**src/hdl/tcst_pkg.sv**
```systemverilog
// ----------------------------------------------------------------------------
// tcst_pkg: shared types and constants of the touch contact slot tracker
// Request codes, decoded operations, slot key states, status codes and the
// transaction structs passed between the front end, queue and slot engine.
// ----------------------------------------------------------------------------
package tcst_pkg;

    // Default sizes
    localparam int NUM_SLOTS_DEF = 8;
    localparam int ID_BITS_DEF   = 16;
    localparam int CMD_DEPTH_DEF = 2;

    // Fixed port widths
    localparam int REQ_W = 3;
    localparam int ID_W  = 16;
    localparam int POS_W = 16;
    localparam int IDX_W = 4;

    // Request codes on req_type
    localparam logic [REQ_W-1:0] REQ_AGE    = 3'd0;
    localparam logic [REQ_W-1:0] REQ_START  = 3'd1;
    localparam logic [REQ_W-1:0] REQ_MOVE   = 3'd2;
    localparam logic [REQ_W-1:0] REQ_END    = 3'd3;
    localparam logic [REQ_W-1:0] REQ_REPORT = 3'd4;

    typedef enum logic [2:0] {
        OP_AGE,
        OP_START,
        OP_MOVE,
        OP_END,
        OP_REPORT,
        OP_UNKNOWN
    } op_t;

    typedef enum logic [1:0] {
        KEY_IDLE,
        KEY_DOWN,
        KEY_HELD,
        KEY_UP
    } key_state_t;

    typedef enum logic [1:0] {
        ST_OK,
        ST_NO_FREE,
        ST_NOT_FOUND,
        ST_UNKNOWN
    } status_t;

    typedef enum logic {
        BS_IDLE,
        BS_REPORT
    } back_state_t;

    // Classified request, front end to slot engine
    typedef struct packed {
        op_t                     op;
        logic [ID_W-1:0]         contact_id;
        logic signed [POS_W-1:0] pos_x;
        logic signed [POS_W-1:0] pos_y;
    } cmd_t;

    // One result transaction
    typedef struct packed {
        logic [IDX_W-1:0]        slot_index;
        key_state_t              key_state;
        logic signed [POS_W-1:0] slot_x;
        logic signed [POS_W-1:0] slot_y;
        status_t                 status;
        logic                    last;
    } res_t;

    // Map a raw request code onto an operation
    function automatic op_t decode_req(input logic [REQ_W-1:0] req);
        op_t op;
        case (req)
            REQ_AGE:    op = OP_AGE;
            REQ_START:  op = OP_START;
            REQ_MOVE:   op = OP_MOVE;
            REQ_END:    op = OP_END;
            REQ_REPORT: op = OP_REPORT;
            default:    op = OP_UNKNOWN;
        endcase
        return op;
    endfunction

endpackage

```
**src/hdl/tcst_front.sv**
```systemverilog
// ----------------------------------------------------------------------------
// tcst_front: request intake
// Accepts request transactions, decodes the request type and holds the
// classified command until the command queue takes it.
// ----------------------------------------------------------------------------
module tcst_front
(
    input  logic                              clk,
    input  logic                              rst_n,
    input  logic                              push,
    output logic                              full,
    input  logic [tcst_pkg::REQ_W-1:0]        req_type,
    input  logic [tcst_pkg::ID_W-1:0]         contact_id,
    input  logic signed [tcst_pkg::POS_W-1:0] pos_x,
    input  logic signed [tcst_pkg::POS_W-1:0] pos_y,
    output logic                              cmd_valid,
    output tcst_pkg::cmd_t                    cmd,
    input  logic                              cmd_ready
);

    logic           valid_reg;
    logic           valid_next;
    tcst_pkg::cmd_t cmd_reg;
    logic           accept;
    logic           moved;

    // Handshake
    assign moved      = valid_reg && cmd_ready;
    assign full       = valid_reg && !cmd_ready;
    assign accept     = push && !full;
    assign valid_next = accept || (valid_reg && !moved);

    always_ff @(posedge clk or negedge rst_n)
    begin
        if (!rst_n)
        begin
            valid_reg <= 1'b0;
        end
        else
        begin
            valid_reg <= valid_next;
        end
    end

    // Classified command
    always_ff @(posedge clk)
    begin
        if (accept)
        begin
            cmd_reg.op         <= tcst_pkg::decode_req(req_type);
            cmd_reg.contact_id <= contact_id;
            cmd_reg.pos_x      <= pos_x;
            cmd_reg.pos_y      <= pos_y;
        end
    end

    assign cmd_valid = valid_reg;
    assign cmd       = cmd_reg;

endmodule

```
**src/hdl/tcst_cmd_fifo.sv**
```systemverilog
// ----------------------------------------------------------------------------
// tcst_cmd_fifo: command queue
// Short register queue between the request front end and the slot engine.
// ----------------------------------------------------------------------------
module tcst_cmd_fifo #(
    parameter int DEPTH = tcst_pkg::CMD_DEPTH_DEF
)
(
    input  logic           clk,
    input  logic           rst_n,
    input  logic           push,
    input  tcst_pkg::cmd_t wr_data,
    output logic           full,
    input  logic           pop,
    output tcst_pkg::cmd_t rd_data,
    output logic           empty
);

    localparam int PTR_W = (DEPTH > 1) ? $clog2(DEPTH) : 1;
    localparam int CNT_W = $clog2(DEPTH + 1);
    localparam logic [PTR_W-1:0] PTR_LAST = PTR_W'(DEPTH - 1);

    tcst_pkg::cmd_t   mem_reg [DEPTH];
    logic [PTR_W-1:0] wr_ptr_reg;
    logic [PTR_W-1:0] wr_ptr_next;
    logic [PTR_W-1:0] rd_ptr_reg;
    logic [PTR_W-1:0] rd_ptr_next;
    logic [CNT_W-1:0] count_reg;
    logic [CNT_W-1:0] count_next;
    logic             do_push;
    logic             do_pop;

    assign full    = (count_reg == CNT_W'(DEPTH));
    assign empty   = (count_reg == '0);
    assign do_push = push && !full;
    assign do_pop  = pop && !empty;
    assign rd_data = mem_reg[rd_ptr_reg];

    // Pointer and fill bookkeeping
    always_comb
    begin
        wr_ptr_next = wr_ptr_reg;
        rd_ptr_next = rd_ptr_reg;
        count_next  = count_reg;
        if (do_push)
        begin
            wr_ptr_next = (wr_ptr_reg == PTR_LAST) ? '0 : PTR_W'(wr_ptr_reg + 1'b1);
        end
        if (do_pop)
        begin
            rd_ptr_next = (rd_ptr_reg == PTR_LAST) ? '0 : PTR_W'(rd_ptr_reg + 1'b1);
        end
        if (do_push && !do_pop)
        begin
            count_next = CNT_W'(count_reg + 1'b1);
        end
        else if (do_pop && !do_push)
        begin
            count_next = CNT_W'(count_reg - 1'b1);
        end
    end

    always_ff @(posedge clk or negedge rst_n)
    begin
        if (!rst_n)
        begin
            wr_ptr_reg <= '0;
            rd_ptr_reg <= '0;
            count_reg  <= '0;
        end
        else
        begin
            wr_ptr_reg <= wr_ptr_next;
            rd_ptr_reg <= rd_ptr_next;
            count_reg  <= count_next;
        end
    end

    // Storage
    always_ff @(posedge clk)
    begin
        if (do_push)
        begin
            mem_reg[wr_ptr_reg] <= wr_data;
        end
    end

endmodule

```
**src/hdl/tcst_back.sv**
```systemverilog
// ----------------------------------------------------------------------------
// tcst_back: slot engine
// Holds the slot table and carries out queued commands: aging, claiming a
// free slot, updating a matched contact and walking the table for a report.
// Results leave through a one-entry output register.
// ----------------------------------------------------------------------------
module tcst_back #(
    parameter int NUM_SLOTS = tcst_pkg::NUM_SLOTS_DEF,
    parameter int ID_BITS   = tcst_pkg::ID_BITS_DEF
)
(
    input  logic           clk,
    input  logic           rst_n,
    input  logic           cmd_valid,
    input  tcst_pkg::cmd_t cmd,
    output logic           cmd_pop,
    output logic           res_valid,
    output tcst_pkg::res_t res,
    input  logic           res_pop
);

    localparam int SLOT_W = (NUM_SLOTS > 1) ? $clog2(NUM_SLOTS) : 1;
    localparam int CMP_W  = (ID_BITS < tcst_pkg::ID_W) ? ID_BITS : tcst_pkg::ID_W;
    localparam logic [SLOT_W-1:0] LAST_IDX = SLOT_W'(NUM_SLOTS - 1);

    // Slot table
    tcst_pkg::key_state_t               key_reg     [NUM_SLOTS];
    tcst_pkg::key_state_t               key_next    [NUM_SLOTS];
    logic [ID_BITS-1:0]                 contact_reg [NUM_SLOTS];
    logic signed [tcst_pkg::POS_W-1:0]  px_reg      [NUM_SLOTS];
    logic signed [tcst_pkg::POS_W-1:0]  py_reg      [NUM_SLOTS];

    // Control
    tcst_pkg::back_state_t state_reg;
    tcst_pkg::back_state_t state_next;
    logic [SLOT_W-1:0]     idx_reg;
    logic [SLOT_W-1:0]     idx_next;
    tcst_pkg::res_t        res_reg;
    tcst_pkg::res_t        res_next;
    logic                  res_valid_reg;
    logic                  res_valid_next;
    logic                  res_load;
    logic                  out_free;

    // Slot write port
    logic              slot_we;
    logic [SLOT_W-1:0] slot_wr_idx;

    // Search results
    logic [ID_BITS-1:0] cid_m;
    logic               free_hit;
    logic [SLOT_W-1:0]  free_idx;
    logic               match_hit;
    logic [SLOT_W-1:0]  match_idx;
    logic               any_released;

    // Stored identifier: low ID_BITS of the contact, zero above the port width
    always_comb
    begin
        cid_m = '0;
        cid_m[CMP_W-1:0] = cmd.contact_id[CMP_W-1:0];
    end

    // Lowest free slot and lowest matching live slot
    always_comb
    begin
        free_hit     = 1'b0;
        free_idx     = '0;
        match_hit    = 1'b0;
        match_idx    = '0;
        any_released = 1'b0;
        for (int i = NUM_SLOTS - 1; i >= 0; i--)
        begin
            if (key_reg[i] == tcst_pkg::KEY_IDLE)
            begin
                free_hit = 1'b1;
                free_idx = SLOT_W'(i);
            end
            if ((key_reg[i] == tcst_pkg::KEY_DOWN || key_reg[i] == tcst_pkg::KEY_HELD)
                && contact_reg[i] == cid_m)
            begin
                match_hit = 1'b1;
                match_idx = SLOT_W'(i);
            end
            if (key_reg[i] == tcst_pkg::KEY_UP)
            begin
                any_released = 1'b1;
            end
        end
    end

    assign out_free = !res_valid_reg || res_pop;

    // Command sequencer
    always_comb
    begin
        state_next     = state_reg;
        idx_next       = idx_reg;
        key_next       = key_reg;
        res_next       = res_reg;
        res_load       = 1'b0;
        cmd_pop        = 1'b0;
        slot_we        = 1'b0;
        slot_wr_idx    = '0;

        case (state_reg)
            tcst_pkg::BS_IDLE:
            begin
                if (cmd_valid && (out_free || cmd.op == tcst_pkg::OP_AGE))
                begin
                    cmd_pop             = 1'b1;
                    res_next.slot_index = '0;
                    res_next.key_state  = tcst_pkg::KEY_IDLE;
                    res_next.slot_x     = '0;
                    res_next.slot_y     = '0;
                    res_next.status     = tcst_pkg::ST_OK;
                    res_next.last       = 1'b1;
                    case (cmd.op)
                        tcst_pkg::OP_AGE:
                        begin
                            for (int i = 0; i < NUM_SLOTS; i++)
                            begin
                                if (key_reg[i] == tcst_pkg::KEY_UP)
                                begin
                                    key_next[i] = tcst_pkg::KEY_IDLE;
                                end
                                else if (key_reg[i] == tcst_pkg::KEY_DOWN)
                                begin
                                    key_next[i] = tcst_pkg::KEY_HELD;
                                end
                            end
                        end
                        tcst_pkg::OP_START:
                        begin
                            res_load = 1'b1;
                            if (free_hit)
                            begin
                                slot_we               = 1'b1;
                                slot_wr_idx           = free_idx;
                                key_next[free_idx]    = tcst_pkg::KEY_DOWN;
                                res_next.slot_index   = tcst_pkg::IDX_W'(free_idx);
                                res_next.key_state    = tcst_pkg::KEY_DOWN;
                                res_next.slot_x       = cmd.pos_x;
                                res_next.slot_y       = cmd.pos_y;
                            end
                            else
                            begin
                                res_next.status = tcst_pkg::ST_NO_FREE;
                            end
                        end
                        tcst_pkg::OP_MOVE, tcst_pkg::OP_END:
                        begin
                            res_load = 1'b1;
                            if (match_hit)
                            begin
                                slot_we             = 1'b1;
                                slot_wr_idx         = match_idx;
                                key_next[match_idx] = (cmd.op == tcst_pkg::OP_MOVE) ?
                                                      tcst_pkg::KEY_HELD :
                                                      tcst_pkg::KEY_UP;
                                res_next.slot_index = tcst_pkg::IDX_W'(match_idx);
                                res_next.key_state  = key_next[match_idx];
                                res_next.slot_x     = cmd.pos_x;
                                res_next.slot_y     = cmd.pos_y;
                            end
                            else
                            begin
                                res_next.status = tcst_pkg::ST_NOT_FOUND;
                            end
                        end
                        tcst_pkg::OP_REPORT:
                        begin
                            res_load           = 1'b1;
                            res_next.key_state = key_reg[0];
                            res_next.slot_x    = px_reg[0];
                            res_next.slot_y    = py_reg[0];
                            res_next.last      = (LAST_IDX == '0);
                            if (LAST_IDX != '0)
                            begin
                                state_next = tcst_pkg::BS_REPORT;
                                idx_next   = SLOT_W'(1);
                            end
                        end
                        default:
                        begin
                            res_load        = 1'b1;
                            res_next.status = tcst_pkg::ST_UNKNOWN;
                        end
                    endcase
                end
            end
            tcst_pkg::BS_REPORT:
            begin
                if (out_free)
                begin
                    res_load            = 1'b1;
                    res_next.slot_index = tcst_pkg::IDX_W'(idx_reg);
                    res_next.key_state  = key_reg[idx_reg];
                    res_next.slot_x     = px_reg[idx_reg];
                    res_next.slot_y     = py_reg[idx_reg];
                    res_next.status     = tcst_pkg::ST_OK;
                    res_next.last       = (idx_reg == LAST_IDX);
                    if (idx_reg == LAST_IDX)
                    begin
                        state_next = tcst_pkg::BS_IDLE;
                        idx_next   = '0;
                    end
                    else
                    begin
                        idx_next = SLOT_W'(idx_reg + 1'b1);
                    end
                end
            end
            default:
            begin
                state_next = tcst_pkg::BS_IDLE;
                idx_next   = '0;
            end
        endcase

        res_valid_next = res_load || (res_valid_reg && !res_pop);
    end

    // Control, key state and position registers
    always_ff @(posedge clk or negedge rst_n)
    begin
        if (!rst_n)
        begin
            state_reg     <= tcst_pkg::BS_IDLE;
            idx_reg       <= '0;
            res_valid_reg <= 1'b0;
            for (int i = 0; i < NUM_SLOTS; i++)
            begin
                key_reg[i] <= tcst_pkg::KEY_IDLE;
                px_reg[i]  <= '0;
                py_reg[i]  <= '0;
            end
        end
        else
        begin
            state_reg     <= state_next;
            idx_reg       <= idx_next;
            res_valid_reg <= res_valid_next;
            key_reg       <= key_next;
            if (slot_we)
            begin
                px_reg[slot_wr_idx] <= cmd.pos_x;
                py_reg[slot_wr_idx] <= cmd.pos_y;
            end
        end
    end

    // Contact identifiers, written only on a start
    always_ff @(posedge clk)
    begin
        if (slot_we && cmd.op == tcst_pkg::OP_START)
        begin
            contact_reg[slot_wr_idx] <= cid_m;
        end
        if (res_load)
        begin
            res_reg <= res_next;
        end
    end

    assign res_valid = res_valid_reg;
    assign res       = res_reg;

    // Checks
    a_report_idx: assert property (@(posedge clk) disable iff (!rst_n)
        state_reg == tcst_pkg::BS_REPORT |-> (idx_reg != '0 && idx_reg <= LAST_IDX))
        else $error("report walk index out of range");

    a_load_room: assert property (@(posedge clk) disable iff (!rst_n)
        res_load |-> out_free)
        else $error("result register overwritten while occupied");

    a_pop_idle: assert property (@(posedge clk) disable iff (!rst_n)
        cmd_pop |-> (state_reg == tcst_pkg::BS_IDLE && cmd_valid))
        else $error("command taken outside idle or from an empty queue");

    a_age_clears: assert property (@(posedge clk) disable iff (!rst_n)
        (cmd_pop && cmd.op == tcst_pkg::OP_AGE) |=> !any_released)
        else $error("released slot survived an age transaction");

    a_report_end: assert property (@(posedge clk) disable iff (!rst_n)
        (state_reg == tcst_pkg::BS_REPORT && res_load && idx_reg == LAST_IDX)
        |=> state_reg == tcst_pkg::BS_IDLE)
        else $error("report walk did not end after the last slot");

endmodule

```
**src/hdl/touch_contact_slot_tracker.sv**
```systemverilog
// ----------------------------------------------------------------------------
// touch_contact_slot_tracker: multitouch contact slot table
// Tracks touch contacts in a fixed table of slots and reports slot contents.
//
//   channel  | handshake          | payload
//   ---------+--------------------+------------------------------------------
//   request  | push / full        | req_type, contact_id, pos_x, pos_y
//   result   | pop / empty        | slot_index, key_state, slot_x, slot_y,
//            |                    | status, last
//
// A request transaction is decoded in the front end and queued; the slot
// engine takes one command per cycle while idle and once its output
// register is free (an age needs no room there). A report keeps the engine
// busy while it walks the table, one slot per cycle through the single
// output register whenever that register is free. A result passes the
// front end register, command queue and output register on its way out.
// Reset clears all slots to inactive with zero position; no clearing pass.
// A held result stalls the engine, the queue then fills and full rises.
// ----------------------------------------------------------------------------
module touch_contact_slot_tracker #(
    parameter int NUM_SLOTS = tcst_pkg::NUM_SLOTS_DEF,
    parameter int ID_BITS   = tcst_pkg::ID_BITS_DEF,
    parameter int CMD_DEPTH = tcst_pkg::CMD_DEPTH_DEF
)
(
    input  logic                              clk,
    input  logic                              rst_n,
    input  logic                              push,
    output logic                              full,
    input  logic [tcst_pkg::REQ_W-1:0]        req_type,
    input  logic [tcst_pkg::ID_W-1:0]         contact_id,
    input  logic signed [tcst_pkg::POS_W-1:0] pos_x,
    input  logic signed [tcst_pkg::POS_W-1:0] pos_y,
    output logic                              empty,
    input  logic                              pop,
    output logic [tcst_pkg::IDX_W-1:0]        slot_index,
    output logic [1:0]                        key_state,
    output logic signed [tcst_pkg::POS_W-1:0] slot_x,
    output logic signed [tcst_pkg::POS_W-1:0] slot_y,
    output logic [1:0]                        status,
    output logic                              last
);

    logic           fr_valid;
    tcst_pkg::cmd_t fr_cmd;
    logic           q_full;
    logic           q_empty;
    tcst_pkg::cmd_t q_cmd;
    logic           q_pop;
    logic           res_valid;
    tcst_pkg::res_t res;

    // Request intake
    tcst_front u_front (
        .clk        (clk),
        .rst_n      (rst_n),
        .push       (push),
        .full       (full),
        .req_type   (req_type),
        .contact_id (contact_id),
        .pos_x      (pos_x),
        .pos_y      (pos_y),
        .cmd_valid  (fr_valid),
        .cmd        (fr_cmd),
        .cmd_ready  (!q_full)
    );

    // Command queue
    tcst_cmd_fifo #(
        .DEPTH (CMD_DEPTH)
    ) u_cmd_fifo (
        .clk     (clk),
        .rst_n   (rst_n),
        .push    (fr_valid),
        .wr_data (fr_cmd),
        .full    (q_full),
        .pop     (q_pop),
        .rd_data (q_cmd),
        .empty   (q_empty)
    );

    // Slot engine
    tcst_back #(
        .NUM_SLOTS (NUM_SLOTS),
        .ID_BITS   (ID_BITS)
    ) u_back (
        .clk       (clk),
        .rst_n     (rst_n),
        .cmd_valid (!q_empty),
        .cmd       (q_cmd),
        .cmd_pop   (q_pop),
        .res_valid (res_valid),
        .res       (res),
        .res_pop   (pop)
    );

    // Result ports
    assign empty      = !res_valid;
    assign slot_index = res.slot_index;
    assign key_state  = res.key_state;
    assign slot_x     = res.slot_x;
    assign slot_y     = res.slot_y;
    assign status     = res.status;
    assign last       = res.last;

endmodule
```
**config.mk**
```make
export PLATFORM = sky130hd
export DESIGN_NAME = touch_contact_slot_tracker
export DESIGN_NICKNAME = d
export VERILOG_FILES = /design/src/hdl/tcst_pkg.sv /design/src/hdl/tcst_front.sv /design/src/hdl/tcst_cmd_fifo.sv /design/src/hdl/tcst_back.sv /design/src/hdl/touch_contact_slot_tracker.sv
export SDC_FILE = /design/constraint.sdc
export NUM_CORES = 1
export LEC_CHECK = 0
export BUFFER_PORTS_ARGS = -buffer_cell sky130_fd_sc_hd__buf_2
export CORE_MARGIN = 4
export CORE_UTILIZATION = 60
export DETAILED_ROUTE_END_ITERATION = 8
export GPL_TIMING_DRIVEN = 0
export HOLD_SLACK_MARGIN = 0.1
export PLACE_DENSITY = 0.84
export SLEW_MARGIN = 0
export SYNTH_ARGS = -nofsm -noshare
export SYNTH_HDL_FRONTEND = slang
export SYNTH_SLANG_ARGS = --single-unit
```
**constraint.sdc**
```tcl
create_clock -name clk -period 16.3 [get_ports clk]
set_input_delay 3.26 -clock clk [delete_from_list [all_inputs] [get_ports clk]]
set_output_delay 3.26 -clock clk [all_outputs]
set_load 0.02 [all_outputs]
```
==> Yosys cells after proc, flatten, opt, wreduce, memory -nomap -nowiden <==
Memory sizes are Yosys's and may differ from the RTL's.
Index checks and enable logic that the tools add are counted.
{ "word_totals": {"regBits": 374, "mem_bits_rw": 230, "inputBits": 55, "out_inout_bits": 43, "memories": 2} }
{ "mem_list": {"columns": ["memory", "words", "word_bits", "rd", "rd_ports_with_merged_regs", "write_ports", "line_no", "text"], "rows": [
  ["u_back.contact_reg", 8, 16, 8, 0, 1, "tcst_back.sv:29", "logic [ID_BITS-1:0] contact_reg [NUM_SLOTS];"],
  ["u_cmd_fifo.mem_reg", 2, 51, 1, 0, 1, "tcst_cmd_fifo.sv:23", "tcst_pkg::cmd_t mem_reg [DEPTH];"]
]} }
{ "classes": {"n_addsub": 5, "muxes": 119, "n_lt_le_gt_ge": 7, "reduce_logical": 65, "n_bitwise": 8, "eq_ne": 55} }
{ "ops": {"columns": ["op", "n"], "rows": [
  ["$bwmux 128", 2],
  ["$eq 16x16->1", 8],
  ["$mux 16", 7],
  ["$pmux 34 s3", 1],
  ["$bmux 16 s3", 2],
  ["$mux 41", 2],
  ["$pmux 41 s2", 1],
  ["$mux 37", 2],
  ["$mux 3", 24],
  ["$mux 2", 25],
  ["$demux 16 s3", 1],
  ["$pmux 16 s3", 1],
  ["$reduce_and 6->1", 8],
  ["$mux 1", 38],
  ["$eq 2x2->1 const B", 17],
  ["$logic_and 1x1->1", 21],
  ["$ne 3x3->1 const B", 7],
  ["$logic_not 2->1", 9],
  ["$pmux 3 s2", 3],
  ["$bwmux 16", 1],
  ["$eq 2x1->1 const B", 8],
  ["$ge 4x4->1 const B", 4],
  ["$not 3->4", 4],
  ["$pmux 3 s5", 1],
  ["other kinds (26)", 62]
]} }

==> Logic depth before layout (Yosys ltp) <==
Gate-level depths: netlist of the first run.
{ "depth": {"depth_word": 24, "mapped_depth": 14, "depth_no_buf": 11} }

==> By module <==
A second synthesis of the first run with hierarchy kept.
{ "hier_totals": {"cells_unflattened": 1754, "hier_area_um2": 26798.2} }
{ "modules_own_cells": {"columns": ["module", "seq_area_each_um2", "area_per_inst_um2", "n_inst", "cells_per_inst"], "rows": [
  ["tcst_back", 11976.5, 21051.4, 1, 1514],
  ["tcst_cmd_fifo", 3163.0, 4129.0, 1, 178],
  ["tcst_front", 1556.5, 1606.5, 1, 59],
  ["touch_contact_slot_tracker", 0.0, 11.3, 1, 3]
]} }

==> Worst setup path after synthesis of the first run <==
OpenSTA, ideal clock, no wires.
{ "synth_timing": {"path_kind": "input-to-reg", "from": "input port pop", "to": "register u_back.res_reg, in the netlist u_back.res[0] (enable)", "t_arrival_ns": 6.654, "path_slack_ns": 9.152, "setup_ns": 0.495, "required_ns": 15.805, "cell_stages": 3, "cell_sequence": "nand2b_1 > o221ai_1 > o21ai_0"} }
{ "synth_via": {"elab_chain_cells": 6, "elab_cells_between_ends": 9, "cone_classes": "eq/ne (2); mux (3); reduce/logical (4)"} }
{ "synth_lines": {"columns": ["item", "line_no", "text"], "rows": [
  ["start, declared", "touch_contact_slot_tracker.sv:35", "input logic pop,"],
  ["$logic_or 1x1->1 (*)", "tcst_back.sv:92", "assign out_free = !res_valid_reg || res_pop;"],
  ["$logic_or 1x1->1", "tcst_back.sv:109", "if (cmd_valid && (out_free || cmd.op == tcst_pkg::OP_AGE))"],
  ["$logic_and 1x1->1", "tcst_back.sv:109", null],
  ["$mux 1", "tcst_back.sv:109", null],
  ["$pmux 1 s2", "tcst_back.sv:106", "case (state_reg)"],
  ["$reduce_and 3->1 (no line) (*)", null, null],
  ["end signal, assigned", "tcst_back.sv:262", "res_reg <= res_next;"],
  ["end, declared", "tcst_back.sv:38", "tcst_pkg::res_t res_reg;"]
]} }
Every way passes the cells marked *; elsewhere a longest branch is shown, timed or not.
A chain may end at the register's enable or synchronous reset.

==> Worst setup path after layout of the first run <==
{ "layout_timing": {"from": "input port pop", "to": "memory u_back.contact_reg[2][14] (netlist name) (enable)"} }
{ "layout_via": {"elab_chain_cells": 8, "elab_cells_between_ends": 10, "cone_classes": "mux (6); reduce/logical (4)"} }
{ "layout_lines": {"columns": ["item", "line_no", "text"], "rows": [
  ["$logic_or 1x1->1 (*)", "tcst_back.sv:92", null],
  ["$logic_or 1x1->1 (*)", "tcst_back.sv:109", null],
  ["$logic_and 1x1->1 (*)", "tcst_back.sv:109", null],
  ["$mux 1", "tcst_back.sv:109", null],
  ["$mux 1", "tcst_back.sv:106", null],
  ["$logic_and 1x1->1", "tcst_back.sv:256", "if (slot_we && cmd.op == tcst_pkg::OP_START)"],
  ["$mux 1", "tcst_back.sv:256", null],
  ["$mux 1 (implied by the code)", "tcst_back.sv:258", "contact_reg[slot_wr_idx] <= cid_m;"],
  ["end, declared", "tcst_back.sv:29", null]
]} }
Marked as above.

==> results of run 1 <==
per-layer routing:
layer  GRT usage  vias up  part of all wire
met2      0.4227      579              0.49
li1            -     6555                 -
met5           0        -                 0
met4     0.08869        0             0.029
met3     0.04971      125             0.069
met1      0.3517     7935              0.42
metrics by stage:
stage / hold WS [ns] / cells
global route: 0.4492 / 2440
floorplan: 0.4215 / 1634
detailed placement: 0.4291 / 2328
global placement: 0.4236 / 2322
CTS: 0.4429 / 2440
finish: 0.4417 / 2440
cells in the mapped netlist, types with 4 or more instances:
master and instances:
buf_1 7, o21ai_0 20, mux2i_1 38, nand3_1 13
ha_1 27, clkbuf_1 38, buf_6 10, o21bai_1 5
a21o_1 6, and2_1 6, nand2b_1 6, dfrtp_1 282
inv_1 41, buf_2 17, nor2_1 36, a21oi_1 25
a2111oi_0 6, nor3_1 19, mux2_1 30, and3_1 5
o22ai_1 37, mux2_4 58, mux4_2 68, mux2_2 206
nand2_1 24, or2_2 7, nand4_1 8, nor2b_1 4
edfxtp_1 321, mux2i_4 16, a22oi_1 34, nor4_1 22
nand3b_1 12, xnor2_1 123
cell type report:
class                      instances  area share
clock buffer                      75     0.05407
tap                              592     0.02458
sequential                       603      0.5541
multi-input combinational        915      0.3150
inverter                          41    0.005108
clock inverter                    37     0.01267
timing repair buffer             102     0.02076
buffer                            75     0.01374
cell families after synthesis:
group / Yosys count / share of synthesized area
compound gates: 165 / 0.04251
xor+xnor: 125 / 0.04097
fa+ha+maj: 27 / 0.01264
buf+inv: 116 / 0.02126
flops: 603 / 0.6248
mux: 416 / 0.2171
other cells: 1 / 0.0001403
simple gates: 181 / 0.04064
how the worst max path moves through the flow:
stage	end	slack, ns	cells after the start
after global routing	u_back.contact_reg[2][14]	9.77	8
after detailed placement	u_back.contact_reg[2][14]	9.31	8
final	u_back.contact_reg[2][14]	9.92	8
after CTS	u_back.contact_reg[2][1]	9.98	8
after floorplan	u_back.res[0]	9.15	3
after global placement	u_back.py_reg[10]	6.95	1
power by group through the flow:
stage,clock [mW],sequential [mW],combinational [mW]
after floorplan,0,2.17,1.17
after global placement,0,2.14,1.71
after detailed placement,0,2.14,1.79
after CTS,1.42,2.11,1.81
after global routing,1.49,2.14,1.94
final,1.41,2.11,1.81
==> impl_metrics.toml, run 1 <==
[outcome]
outcome = "finished, final reports clean"

[sta]
setup_viol = 0
finalSetupTns_ns = 0
drv_slew = 0
setup_ws_ns = 9.918
timing.final.hold_violations = 0
fin_worst_skew_ns = 0.02554
min_period_over_period = 0.3916
maxSlewHeadroom = 0.2953
final.min_clock_period_ns = 6.382
rsz0062_at_grt = "false"
max_slew.worst_pin.slew_ns = 1.057
fmax_ghz = 0.1567

[floorplanning]
core_area_um2 = 44120
die_width_um = 219.0
ios = 98
die_h_um = 219.0
initial_utilization = 0.6056
die_area_um2 = 47980
fp-row-count = 77

[cts]
cts_num_sinks = 603
numCtsBuffers = 59
clockRootBuffer = "clkbuf_16"
cts_htree_levels = 2
post_cts.repair.setup_buffers = 0
clk_latency_ns = 0.62
tritoncts = "done"
cts_hold_buf = 0
cts_resized = 0
clockBufferDepth = 3
cts.clk_slew.worst_paths_ns = 0.06

[worst_setup_path]
crit_arrival_ns = 6.62
path_buf_inv = 3
max_stage_delay_ns = 0.99
r2r-start = "u_cmd_fifo.rd_ptr_reg"
crit_required_ns = 16.54
timing.rr.end = "u_back.contact_reg[0][0]"
crit_path_max_fanout = 16
worstSetupPathType = "input port to register"
cp-startpoint = "pop"
cp_slowest_cell = "nor4_1"
cp_cell_sequence = "buf_2 -> nand2b_1 -> o221ai_1 -> nor4_1 -> or3b_1 -> buf_2 -> buf_6 -> nor2_2"
crit_path_end_kind = "register"
crit_top_cell = "buf_2"
crit_family = "simple AND/OR/NAND/NOR gates"
crit_path_start_kind = "input port"
rrSetupSlack_ns = 10.29
r2r_cells = 12

[pwr]
clockPowerShare = 0.264
power.density_nw_per_um2 = 177.0
sequentialPowerShare = 0.396
p_comb_frac = 0.340
swShare = 0.3501
finalPower_mw = 5.332
p_leak_nw = 12.16
p_int_mw = 3.465
p_sw_mw = 1.867
ir_worst_vdd_mv = 0.1415

[grt]
grt_usage = 0.2580
grt_pass1_wl_mm = 94.00
grt_pass1_vias = 16147
antenna_found_initial = 0
overflow = 0
grt_max_degree = 132

[yosys]
ys_seq_area_frac = 0.6248
synth_top_cell_by_area = "edfxtp_1"
synthDistinctLibCells = 72
synth_edf_count = 321
synth_area_leaders = "edfxtp_1, dfrtp_1, mux2_2"
syn_nets = 1716
synth_top_area_share = 0.3607
synthesis.area_um2 = 26720
synth_warnings = 0
synth_seq_cells = 603
yosys_most_used_dff = "edfxtp_1"
syn_avg_cell_area_um2 = 16.35
async_flop_share = 0.4677
syn-instance-count = 1634

[finish]
diodes = 0
fill_cells = 2835
layout.nets = 1879
regArea_um2 = 16700
fin_util = 0.6829
drive_above_1_share = 0.3236
final_common_cell = "edfxtp_1"
area_growth_pct = 12.75
final_cell_mix = "edfxtp_1, dfrtp_1, mux2_2"
final_area_um2 = 30130
multi_input_area_um2 = 9490

[routing]
vias_per_cell = 6.227
ant_nets = 0
route.vias.total = 15194
wl_per_cell_um = 25.02
totalWireLength_mm = 61.06
drt-initial-drc-count = 1356
route.detailed.drc = 0
first_pass_iters = 5

[hold_path]
hold_start = "u_front.cmd[8]"
hold_depth = 0
hp-class = "register to register"
min_to = "u_cmd_fifo.mem_reg[0][8]"

[placed_design]
port_buffers = 96
place_hpwl_mm = 39.58
dpl_cell_area_um2 = 28120
dp_slack_ns = 9.315
gp_routability_congestion = 0.9012

[run]
cap_violations = 0
(Power assumes the default switching activity.)
==> inputs of run 2 (changes only) <==
ABC_AREA = 1   (was not set)
PLACE_DENSITY = 0.83   (was 0.84)
clock period = 6.1 ns   (was 16.3 ns; I/O delays follow)
==> run 2 against run 1 <==
Effect of this change:
- setup slack worse by 8.7 ns
- sequential power grew to 2.7 times the previous value
- non-clock buffer count is 92 higher
==> impl_metrics.toml, run 2 <==
[cts]
cts_num_sinks = 603
clockBufferDepth = 3
tritoncts = "done"
cts_hold_buf = 0
cts_resized = 0
clockRootBuffer = "clkbuf_16"
clk_latency_ns = 0.64
numCtsBuffers = 59
cts_htree_levels = 2
post_cts.repair.setup_buffers = 0
cts.clk_slew.worst_paths_ns = 0.06

[yosys]
syn_avg_cell_area_um2 = 9.153
syn_nets = 3180
synth_seq_cells = 603
syn-instance-count = 3098
synth_warnings = 0
synth_edf_count = 321
yosys-top-cells-count = "nand2_1, edfxtp_1, dfrtp_1"
synthesis.area_um2 = 28350
yosys_most_used_dff = "edfxtp_1"
synth_top_cell_by_area = "edfxtp_1"
synth_top_area_share = 0.3400
synth_area_leaders = "edfxtp_1, dfrtp_1, nand2_1"
ys_seq_area_frac = 0.5888
yosysMostFrequentCell = "nand2_1"
async_flop_share = 0.4677
synthDistinctLibCells = 48

[worst_setup_path]
crit_arrival_ns = 5.20
crit_path_max_fanout = 10
crit_path_end_kind = "register"
crit_required_ns = 6.44
crit_path_start_kind = "register"
worstSetupPathType = "register to register"

[routing]
met3WireLength_mm = 13.96
totalWireLength_mm = 91.15
routed.top_layer = "met5"
ant_nets = 0
route.met2.wl_mm = 38.66
wl_per_cell_um = 23.21
route.detailed.drc = 0
first_pass_iters = 7
wl_met1_mm = 34.24
vias_per_cell = 6.196
route.vias.total = 24332
drt-initial-drc-count = 3826

[finish]
final_cell_mix = "nand2_1, edfxtp_1, dfrtp_1"
fin_util = 0.6843
final_area_um2 = 31920
layout.nets = 3351
drive_above_1_share = 0.1112
final_common_cell = "nand2_1"
area_growth_pct = 12.59

[sta]
max_slew.worst_pin.slew_ns = 1.069
min_period_over_period = 0.7964
finalSetupTns_ns = 0
fin_worst_skew_ns = 0.02435
drv_slew = 0
final.min_clock_period_ns = 4.858
rsz0062_at_grt = "false"
setup_viol = 0
timing.final.hold_violations = 0
fmax_ghz = 0.2058
maxSlewHeadroom = 0.2873

[floorplanning]
die_width_um = 225.4
die_area_um2 = 50800
initial_utilization = 0.6078
fp-row-count = 79
ios = 98
die_h_um = 225.4
core_area_um2 = 46650

[placed_design]
place_hpwl_mm = 62.41
dpl_cell_area_um2 = 29920
gp_routability_congestion = 1.001
port_buffers = 96

[grt]
grt_pass1_wl_mm = 137.2
overflow = 0
antenna_found_initial = 2
grt_usage = 0.3566
grt_max_degree = 107
grt_pass1_vias = 23558

[outcome]
outcome = "finished, final reports clean"

[pwr]
p_leak_nw = 14.59
ir_worst_vdd_mv = 0.4226
power.density_nw_per_um2 = 506.5

[hold_path]
hp-class = "register to register"

[run]
cap_violations = 0
run 2: cell types whose count changed after synthesis, moves of 39 or more:
cell,change
a21oi_1,+39
clkbuf_1,+47
inv_1,+225
mux2_2,-206
mux2_4,-58
mux4_2,-68
nand2_1,+882
nand3_1,+267
nor2_1,+182
o21ai_0,+173
o21ai_1,+93
xnor2_1,-106
run 2: power by group:
group          internal (mW)  switching, mW
Combinational           1.60           5.01
Sequential              5.39          0.370
Clock                   2.18           1.63
run 2: logic make-up (layout without fill, tap and decap cells):
family                   count (synthesis)  in the layout  synth area share
XOR/XNOR                                27             27          0.008340
flip-flops                             603            603            0.5888
buffers and inverters                  436            656           0.06579
AND/OR/NAND/NOR                       1507           1507            0.2248
AO/OA/AOI/OAI                          496            496           0.09981
other                                    1              3         0.0001323
multiplexers                             1              1         0.0003530
adder cells (fa/ha/maj)                 27             27           0.01191
run 2: critical path: stages, from the launching register on:
cell and delay [ns]:
dfrtp_1 0.33, buf_4 0.19, buf_4 0.25, buf_2 0.30, mux2i_1 0.60, nand2_1 0.18, nor2_2 0.23, o22ai_1 0.14
nor2_4 0.21, nand2_1 0.10, clkinv_2 0.23, nand3_1 0.15, nor2_2 0.26, nand3_1 0.28, buf_2 0.31, nor2_2 0.52
buf_8 0.24
run 2: layout make-up:
cell class,instances,area (um^2)
timing repair buffer,110,758.2
multi-input combinational,2059,9842
antenna,2,5.005
clock inverter,34,375.4
fill,3482,14730
tap,607,759.5
inverter,277,1044
sequential,603,16700
clock buffer,76,1623
buffer,159,822.0
run 2: worst paths after layout:
path	from	endpoint	slack, ns	cells after the start
max	u_cmd_fifo.rd_ptr_reg	u_back.contact_reg[1][12]	1.24	16
min	u_front.cmd[1]	u_cmd_fifo.mem_reg[1][1]	0.44	0
max reg2reg	u_cmd_fifo.rd_ptr_reg	u_back.contact_reg[1][12]	1.24	16
min reg2reg	u_front.cmd[1]	u_cmd_fifo.mem_reg[1][1]	0.44	0
max in group asynchronous	rst_n	u_back.py_reg[94]	4.52	2
min in group asynchronous	rst_n	u_back.key_reg[5]	0.56	1
run 2: routing by layer:
layer,GRT usage,vias up
li1,-,10653
met1,0.4935,11488
met2,0.5153,1847
met3,0.1323,342
met4,0.1446,2
met5,0,-
run 2: metrics by stage:
step           power (mW)  setup slack (ns)  hold WS, ns  cells
2_1_floorplan       9.650             1.085       0.4215   3098
3_3_place_gp        11.84            -1.664       0.4249   3801
3_5_place_dp        12.04             1.421       0.4313   3815
4_1_cts             15.84             1.395       0.4407   3925
5_1_grt             16.82             1.045       0.4629   3925
6_report            16.17             1.242       0.4369   3927
